===== config.mk =====
export PLATFORM = sky130hd
export DESIGN_NAME = tce_front
export DESIGN_NICKNAME = d
export VERILOG_FILES = /design/src/sv/assert_macros.svh /design/src/sv/tce_pkg.sv /design/src/sv/tce_front.sv
export SDC_FILE = /design/constraint.sdc
export NUM_CORES = 1
export LEC_CHECK = 0
export BUFFER_PORTS_ARGS = -buffer_cell sky130_fd_sc_hd__buf_2
export CAP_MARGIN = 0
export CORE_ASPECT_RATIO = 1.5
export CORE_MARGIN = 3
export CORE_UTILIZATION = 57
export DETAILED_ROUTE_END_ITERATION = 8
export GPL_ROUTABILITY_DRIVEN = 0
export PLACE_DENSITY = 0.81
export SLEW_MARGIN = 20
export SYNTH_ARGS = -nofsm -noshare
export SYNTH_HDL_FRONTEND = slang
export SYNTH_SLANG_ARGS = --single-unit

===== constraint.sdc =====
create_clock -name clk -period 2.3 [get_ports clk]
set_input_delay 0 -clock clk [delete_from_list [all_inputs] [get_ports clk]]
set_output_delay 0 -clock clk [all_outputs]
set_load 0.02 [all_outputs]

===== src/sv/assert_macros.svh =====
// assertion macros shared by the console engine rtl
// no dependencies; compiled to nothing when SYNTHESIS is defined
`ifndef ASSERT_MACROS_SVH
`define ASSERT_MACROS_SVH
`ifndef SYNTHESIS
// same-cycle implication
`define TCE_ASSERT_IMP(lbl, clk, rst_n, ante, cons) \
    lbl: assert property (@(posedge clk) disable iff (!rst_n) (ante) |-> (cons)) \
        else $error("assertion failed");
// next-cycle implication
`define TCE_ASSERT_NXT(lbl, clk, rst_n, ante, cons) \
    lbl: assert property (@(posedge clk) disable iff (!rst_n) (ante) |=> (cons)) \
        else $error("assertion failed");
`else
`define TCE_ASSERT_IMP(lbl, clk, rst_n, ante, cons)
`define TCE_ASSERT_NXT(lbl, clk, rst_n, ante, cons)
`endif
`endif


===== src/sv/tce_pkg.sv =====
// types and constants of the text console engine
// used by tce_front, tce_back and text_console_engine
`default_nettype none
package tce_pkg;

    localparam int COLUMNS_DEF = 80;
    localparam int ROWS_DEF    = 25;
    localparam int QUEUE_DEPTH = 4;
    localparam int TAB_STOP    = 4;
    localparam int TAB_W       = $clog2(TAB_STOP);

    localparam logic [7:0] ATTR_RESET  = 8'd31;
    localparam logic [6:0] GUARD_RESET = 7'd4;

    localparam int CFG_IDX_W = 2;
    localparam logic [CFG_IDX_W-1:0] CFG_ATTRIBUTE = 2'd0;
    localparam logic [CFG_IDX_W-1:0] CFG_GUARD     = 2'd1;

    localparam logic [2:0] ACT_PRINT = 3'd0;
    localparam logic [2:0] ACT_PUT   = 3'd1;
    localparam logic [2:0] ACT_SET   = 3'd2;
    localparam logic [2:0] ACT_LEFT  = 3'd3;
    localparam logic [2:0] ACT_RIGHT = 3'd4;
    localparam logic [2:0] ACT_CLEAR = 3'd5;
    localparam logic [2:0] ACT_READ  = 3'd6;
    localparam logic [2:0] ACT_SPARE = 3'd7;

    localparam logic [7:0] CH_SPACE = 8'h20;
    localparam logic [7:0] CH_NL    = 8'h0a;
    localparam logic [7:0] CH_CR    = 8'h0d;
    localparam logic [7:0] CH_BS    = 8'h08;
    localparam logic [7:0] CH_TAB   = 8'h09;

    typedef enum logic [3:0] {
        OP_NEWLINE,
        OP_CR,
        OP_BS,
        OP_TAB,
        OP_CHAR,
        OP_PUT,
        OP_SET,
        OP_LEFT,
        OP_RIGHT,
        OP_CLEAR,
        OP_READ,
        OP_NOP
    } op_t;

    typedef struct packed {
        logic [2:0] action;
        logic [7:0] char_code;
        logic [6:0] col_in;
        logic [4:0] row_in;
    } in_t;

    typedef struct packed {
        logic [7:0]  read_char;
        logic [7:0]  read_attr;
        logic [6:0]  cursor_col;
        logic [4:0]  cursor_row;
        logic [10:0] cursor_pos;
        logic        rejected;
    } out_t;

    typedef struct packed {
        op_t        op;
        logic [7:0] ch;
        logic [6:0] col;
        logic [4:0] row;
        logic       in_bounds;
    } cmd_t;

endpackage
`default_nettype wire


===== src/sv/tce_front.sv =====
// front end: accepts words, classifies them and queues decoded commands
// depends on tce_pkg
`default_nettype none
module tce_front #(
    parameter int COLUMNS = tce_pkg::COLUMNS_DEF,
    parameter int ROWS    = tce_pkg::ROWS_DEF,
    parameter int DEPTH   = tce_pkg::QUEUE_DEPTH
) (
    input  wire logic         clk,
    input  wire logic         rst_n,
    input  wire logic         push,
    output logic              full,
    input  wire tce_pkg::in_t request,
    output logic              cmd_valid,
    output tce_pkg::cmd_t     cmd,
    input  wire logic         cmd_take
);
    import tce_pkg::*;

    localparam int PW = $clog2(DEPTH);
    localparam int NW = $clog2(DEPTH + 1);

    cmd_t          q_reg [DEPTH];
    logic [PW-1:0] wptr_reg, rptr_reg;
    logic [NW-1:0] count_reg;
    cmd_t          dec;
    logic          do_push, do_pop;

    always_comb
    begin
        dec.ch        = request.char_code;
        dec.col       = request.col_in;
        dec.row       = request.row_in;
        dec.in_bounds = (request.col_in < COLUMNS) && (request.row_in < ROWS);
        unique case (request.action)
            ACT_PRINT:
            begin
                unique case (request.char_code)
                    CH_NL:   dec.op = OP_NEWLINE;
                    CH_CR:   dec.op = OP_CR;
                    CH_BS:   dec.op = OP_BS;
                    CH_TAB:  dec.op = OP_TAB;
                    default: dec.op = OP_CHAR;
                endcase
            end
            ACT_PUT:   dec.op = OP_PUT;
            ACT_SET:   dec.op = OP_SET;
            ACT_LEFT:  dec.op = OP_LEFT;
            ACT_RIGHT: dec.op = OP_RIGHT;
            ACT_CLEAR: dec.op = OP_CLEAR;
            ACT_READ:  dec.op = OP_READ;
            default:   dec.op = OP_NOP;
        endcase
    end

    assign full      = (count_reg == NW'(DEPTH));
    assign cmd_valid = (count_reg != '0);
    assign cmd       = q_reg[rptr_reg];
    assign do_push   = push && !full;
    assign do_pop    = cmd_take && cmd_valid;

    always_ff @(posedge clk)
    begin
        if (do_push)
        begin
            q_reg[wptr_reg] <= dec;
        end
    end

    always_ff @(posedge clk or negedge rst_n)
    begin
        if (!rst_n)
        begin
            wptr_reg  <= '0;
            rptr_reg  <= '0;
            count_reg <= '0;
        end
        else
        begin
            if (do_push)
            begin
                wptr_reg <= (wptr_reg == PW'(DEPTH - 1)) ? '0 : wptr_reg + 1'b1;
            end
            if (do_pop)
            begin
                rptr_reg <= (rptr_reg == PW'(DEPTH - 1)) ? '0 : rptr_reg + 1'b1;
            end
            if (do_push && !do_pop)
            begin
                count_reg <= count_reg + 1'b1;
            end
            else if (do_pop && !do_push)
            begin
                count_reg <= count_reg - 1'b1;
            end
        end
    end

endmodule
`default_nettype wire


Yosys cells after proc, flatten, opt, wreduce, memory -nomap -nowiden --
Memory sizes are Yosys's and may differ from the RTL's. Cells that the tools add are included.
Operators by class: $add $sub $neg 4, magnitude comparators 2, reductions and logical operators 11, multiplexer cells 8, equal/unequal tests 13
Operator list (count):
- == test 8 x 4 -> 1 bit (second input constant) | 4
- one-hot mux 4 bit (7 select lines) | 1
- == test 3 bit (second input constant) | 4
- one-hot mux 3 bit (4 select lines) | 1
- less-than comparator 7 bit (second input constant) | 1
- == test 3 x 2 -> 1 bit (second input constant) | 2
- two-way mux 3 bit | 2
- logical AND 1 bit | 5
- less-than comparator 5 bit (second input constant) | 1
- adder 2 x 1 -> 2 bit (second input constant) | 2
- == test 2 bit (second input constant) | 2
- two-way mux 2 bit | 2
- adder 3 x 1 -> 3 bit (second input constant) | 1
- == test 3 x 1 -> 1 bit (second input constant) | 1
- zero test 1 bit | 3
- zero test 3 bit | 1
- nonzero test 3 bit | 1
- subtractor 3 x 1 -> 3 bit (second input constant) | 1
- two-way mux 1 bit | 2
- nonzero test 2 bit | 1
Storage, ports and cells: flip-flop bits (word level) 7, RAM bits 100, word-level logic and storage cells 42, memories kept 1
Memory list:
- q_reg | depth 4, width 25, read ports 1, clocked after Yosys merged registers in 0, write ports 1, line tce_front.sv:23 | cmd_t q_reg [DEPTH];

Logic depth before layout (Yosys ltp) --
word-level depth 7, gate-level depth with buffers 9, mapped depth without buffers 8

Worst setup path before layout --
OpenSTA, ideal clock, no wires.
kind register -> register, start register count_reg[0], end register count_reg[1], clock period less this slack 2.099 ns, stages on the path, launching flop included 8, data required time 2.175 ns, buffers on the path 1, setup slack 0.201 ns, arrival 1.975 ns, path through dfrtp_1 -> nor3b_2 -> nor2b_1 -> buf_6 -> ha_1 -> inv_1 -> fa_1 -> mux2_2
Between the ends: word-level cells in the longest chain between the ends 6
RTL lines:
- from (decl) | line tce_front.sv:25 | logic [NW-1:0] count_reg;
- from (signal assigned) | line tce_front.sv:90 | count_reg <= count_reg + 1'b1;
- from (signal assigned) | line tce_front.sv:94 | count_reg <= count_reg - 1'b1;
- == test 3 bit (*) | line tce_front.sv:56 | assign full = (count_reg == NW'(DEPTH));
- named net full | line tce_front.sv:12 | output logic full,
- zero test 1 bit (*) | line tce_front.sv:59 | assign do_push = push && !full;
- logical AND 1 bit (*) | line tce_front.sv:59
- named net do_push | line tce_front.sv:27 | logic do_push, do_pop;
- zero test 1 bit | line tce_front.sv:92 | else if (do_pop && !do_push)
- logical AND 1 bit | line tce_front.sv:92
- nonzero test 2 bit (no line)
The timed path passes the listed nets; every way through them passes the cells marked *. The select of a mux whose other input is x is not followed. A chain may end at the register's enable or synchronous reset.

Final worst setup path --
start register count_reg[0], end register count_reg[2]
Between the ends: word-level cells in the longest chain between the ends 6
RTL lines:
- parallel branches: the longest is 6 deep, another holds subtractor 3 x 1 -> 3 bit
Parallel ways; which one is timed is not known. The select of a mux whose other input is x is not followed.

==> impl_metrics.json <==
{
  "reg2reg_to": "count_reg[2]",
  "initial_core_util": 0.601,
  "timing.fmax_mhz": 481,
  "grt_first_pass_wirelength_um": 11600,
  "layout_min_cycle_time_ns": 2.08,
  "yosys.area.top_type": "edfxtp_1",
  "place_ws_ns": 0.226,
  "firstDrtPassIters": 4,
  "drv_cap": 0,
  "grt_pass1_vias": 2139,
  "clkTransAtPathRegs_ns": 0.09,
  "ys_ff_latch": 107,
  "synthesis.instances": 182,
  "boundaryPins": 54,
  "finalHoldViolCount": 0,
  "tns_ns": 0,
  "port_buffers": 53,
  "layout.nets": 305,
  "drv_slew": 0,
  "synth_mux_area_frac": 0.155,
  "p_leak_nw": 1.83,
  "wl_um": 7090,
  "grt-ovfl-total": 0,
  "core_mm2": 0.00699,
  "clock-root-buffer": "clkbuf_8",
  "die-area_mm2": 0.00846,
  "cts.sinks": 107,
  "synth_common_cells": "edfxtp_1 (100), mux4_2 (18), dfrtp_1 (7), mux4_1 (7), ha_1 (6)",
  "drive_above_1_share": 0.373,
  "cts_buffer_depth": 2,
  "drc_errors": 0,
  "synth-adder-area-share": 0.0226,
  "end_kind": "flip-flop",
  "nFillCells": 415,
  "worst-r2r-setup-slack_ns": 0.22,
  "antenna_found_initial": 0,
  "dpl.hpwl_um": 4350,
  "critPathLaunch": "count_reg[0]",
  "synth.distinct_cells": 31,
  "endpoint": "count_reg[2]",
  "clock_skew_ns": 0.00845,
  "wl_per_cell_um": 19.0,
  "crit_fanout": 4,
  "die_y_um": 111,
  "cts_tree": "yes",
  "clkLatencyLatePin_ns": 0.36,
  "syn-num-nets": 216,
  "fin_ws_ns": 0.222,
  "synthToLayoutAreaGrowth_pct": 21.3,
  "outcome": "finished clean",
  "p_per_area_mw_per_mm2": 1220,
  "finalCritPeriodShare": 0.904,
  "synth-xor-area-share": 0.00625,
  "ys_seq_area_frac": 0.756,
  "numCtsBuffers": 9,
  "antenna_left": 0,
  "synthArstFlopShare": 0.0654,
  "finalNonFillerCells": 373,
  "vdd_ir_drop_max_mv": 1.30,
  "tightest_slew_ns": 0.614,
  "syn_area_mm2": 0.00420,
  "grt_max_degree": 26,
  "cp-start-kind": "flip-flop",
  "via_count": 2011,
  "synth_top_family_by_area": "multiplexers",
  "rsz0062_at_grt": "no",
  "synth-compound-area-share": 0.00953,
  "crit_type": "flip-flop to flip-flop",
  "power_w": 0.00623,
  "hp-class": "input pin to flip-flop",
  "synthSimpleGateAreaFrac": 0.0271,
  "ff2ff_path_depth": 8,
  "grt_usage": 0.182,
  "via_per_inst": 5.39,
  "avgSynthCellArea_um2": 23.1,
  "required_ns": 2.58,
  "r2r-start": "count_reg[0]",
  "largest_register_ffs": 100,
  "antennaDiodeCount": 0,
  "std_cell_rows": 37,
  "relSlewSlack": 0.587,
  "ys.flop_type": "edfxtp_1",
  "dr.first_iter.drc_count": 163,
  "die-width_um": 76.1,
  "cp.arrival_ns": 2.36,
  "synth-edff-count": 100,
  "setup_viol": 0,
  "post-synth-top-count-cell": "edfxtp_1",
  "yosysTopAreaCellShare": 0.714,
  "htreeDepth": 3,
  "ys_warn_count": 0,
  "dp_cells": 332,
  "synth_area_leaders": "edfxtp_1 (71%), mux4_2 (9.6%), mux4_1 (4.4%), dfrtp_1 (4.2%), ha_1 (1.8%)",
  "final_core_util": 0.729
}
[per-stage QoR]
| step | cell area, um^2 | hold WS, ns |
|---|---|---|
| finish | 5100 | 0.0418 |
| global route | 5100 | 0.0576 |
| floorplan | 4200 | -0.296 |
| CTS | 5100 | 0.0246 |
| detailed placement | 4590 | -0.158 |
| global placement | 4590 | -0.159 |
[report_power, final]
group	total [W]	internal, W	switching [W]
logic	0.00213	0.000958	0.00117
registers	0.00273	0.00259	0.000146
clock network	0.00137	0.000783	0.000588
total	0.00623	0.00433	0.00190
[layout by cell type (no fill, tap or decap), types with 2 or more instances in the layout]
cell type	instances
mux2_2	3
dlygate4sd3_1	25
nor2_1	3
buf_12	2
buf_2	53
and2_1	5
clkbuf_8	11
edfxtp_1	100
nor2b_1	2
ha_1	6
dfrtp_1	6
mux4_2	18
mux2_4	2
mux4_1	7
buf_4	6
xor2_1	2
bufinv_16	3
inv_1	4
[area by class of cell]
type	count	area (um^2)	area share
sequential	107	3180	0.624
multi-input combinational	63	928	0.182
timing repair buffer	86	601	0.118
clock buffer	12	155	0.0304
tap	97	121	0.0238
clock inverter	4	97.6	0.0191
inverter	4	15.0	0.00295
[worst max-delay path, cell delays in order, from the launching register on]
cell     delay, ns
dfrtp_1       0.45
or3_4         0.40
nand2_2       0.10
ha_1          0.18
inv_1         0.06
fa_1          0.38
xor2_1        0.15
nor2_1        0.12
xor2_1        0.16
[layer usage]
layer,wire (um),share of wire,up-vias,global-route usage
met5,0,0,-,0
met4,132,0.019,0,0.0726
met3,248,0.035,11,0.0382
met2,3940,0.56,54,0.319
met1,2770,0.39,1018,0.221
li1,-,-,928,-
[timing repair]
action	CTS	global route
buffers inserted	0	0
hold buffers	25	0
gates resized for setup	0	0
endpoints found under the hold margin	97	0
[worst min path at each step]
stage	from	to	cells after the start
finish	request[21]	q_reg[2][22]	2
global route	request[21]	q_reg[0][22]	2
CTS	request[21]	q_reg[0][22]	2
detailed placement	rst_n	rptr_reg[1]	1
global placement	rst_n	wptr_reg[1]	1
floorplan	rst_n	count_reg[0]	0
[cells by family (layout without fill, tap and decap cells)]
kind of cell,Yosys count,in the layout
buffers and inverters,12,106
and+or+nand+nor,18,18
muxes,30,30
AOI/OAI and AO/OA,5,5
adders and majority gates,7,7
DFF,107,107
xor gates and xnor gates,3,3
Power figures use the tool's default switching activity.
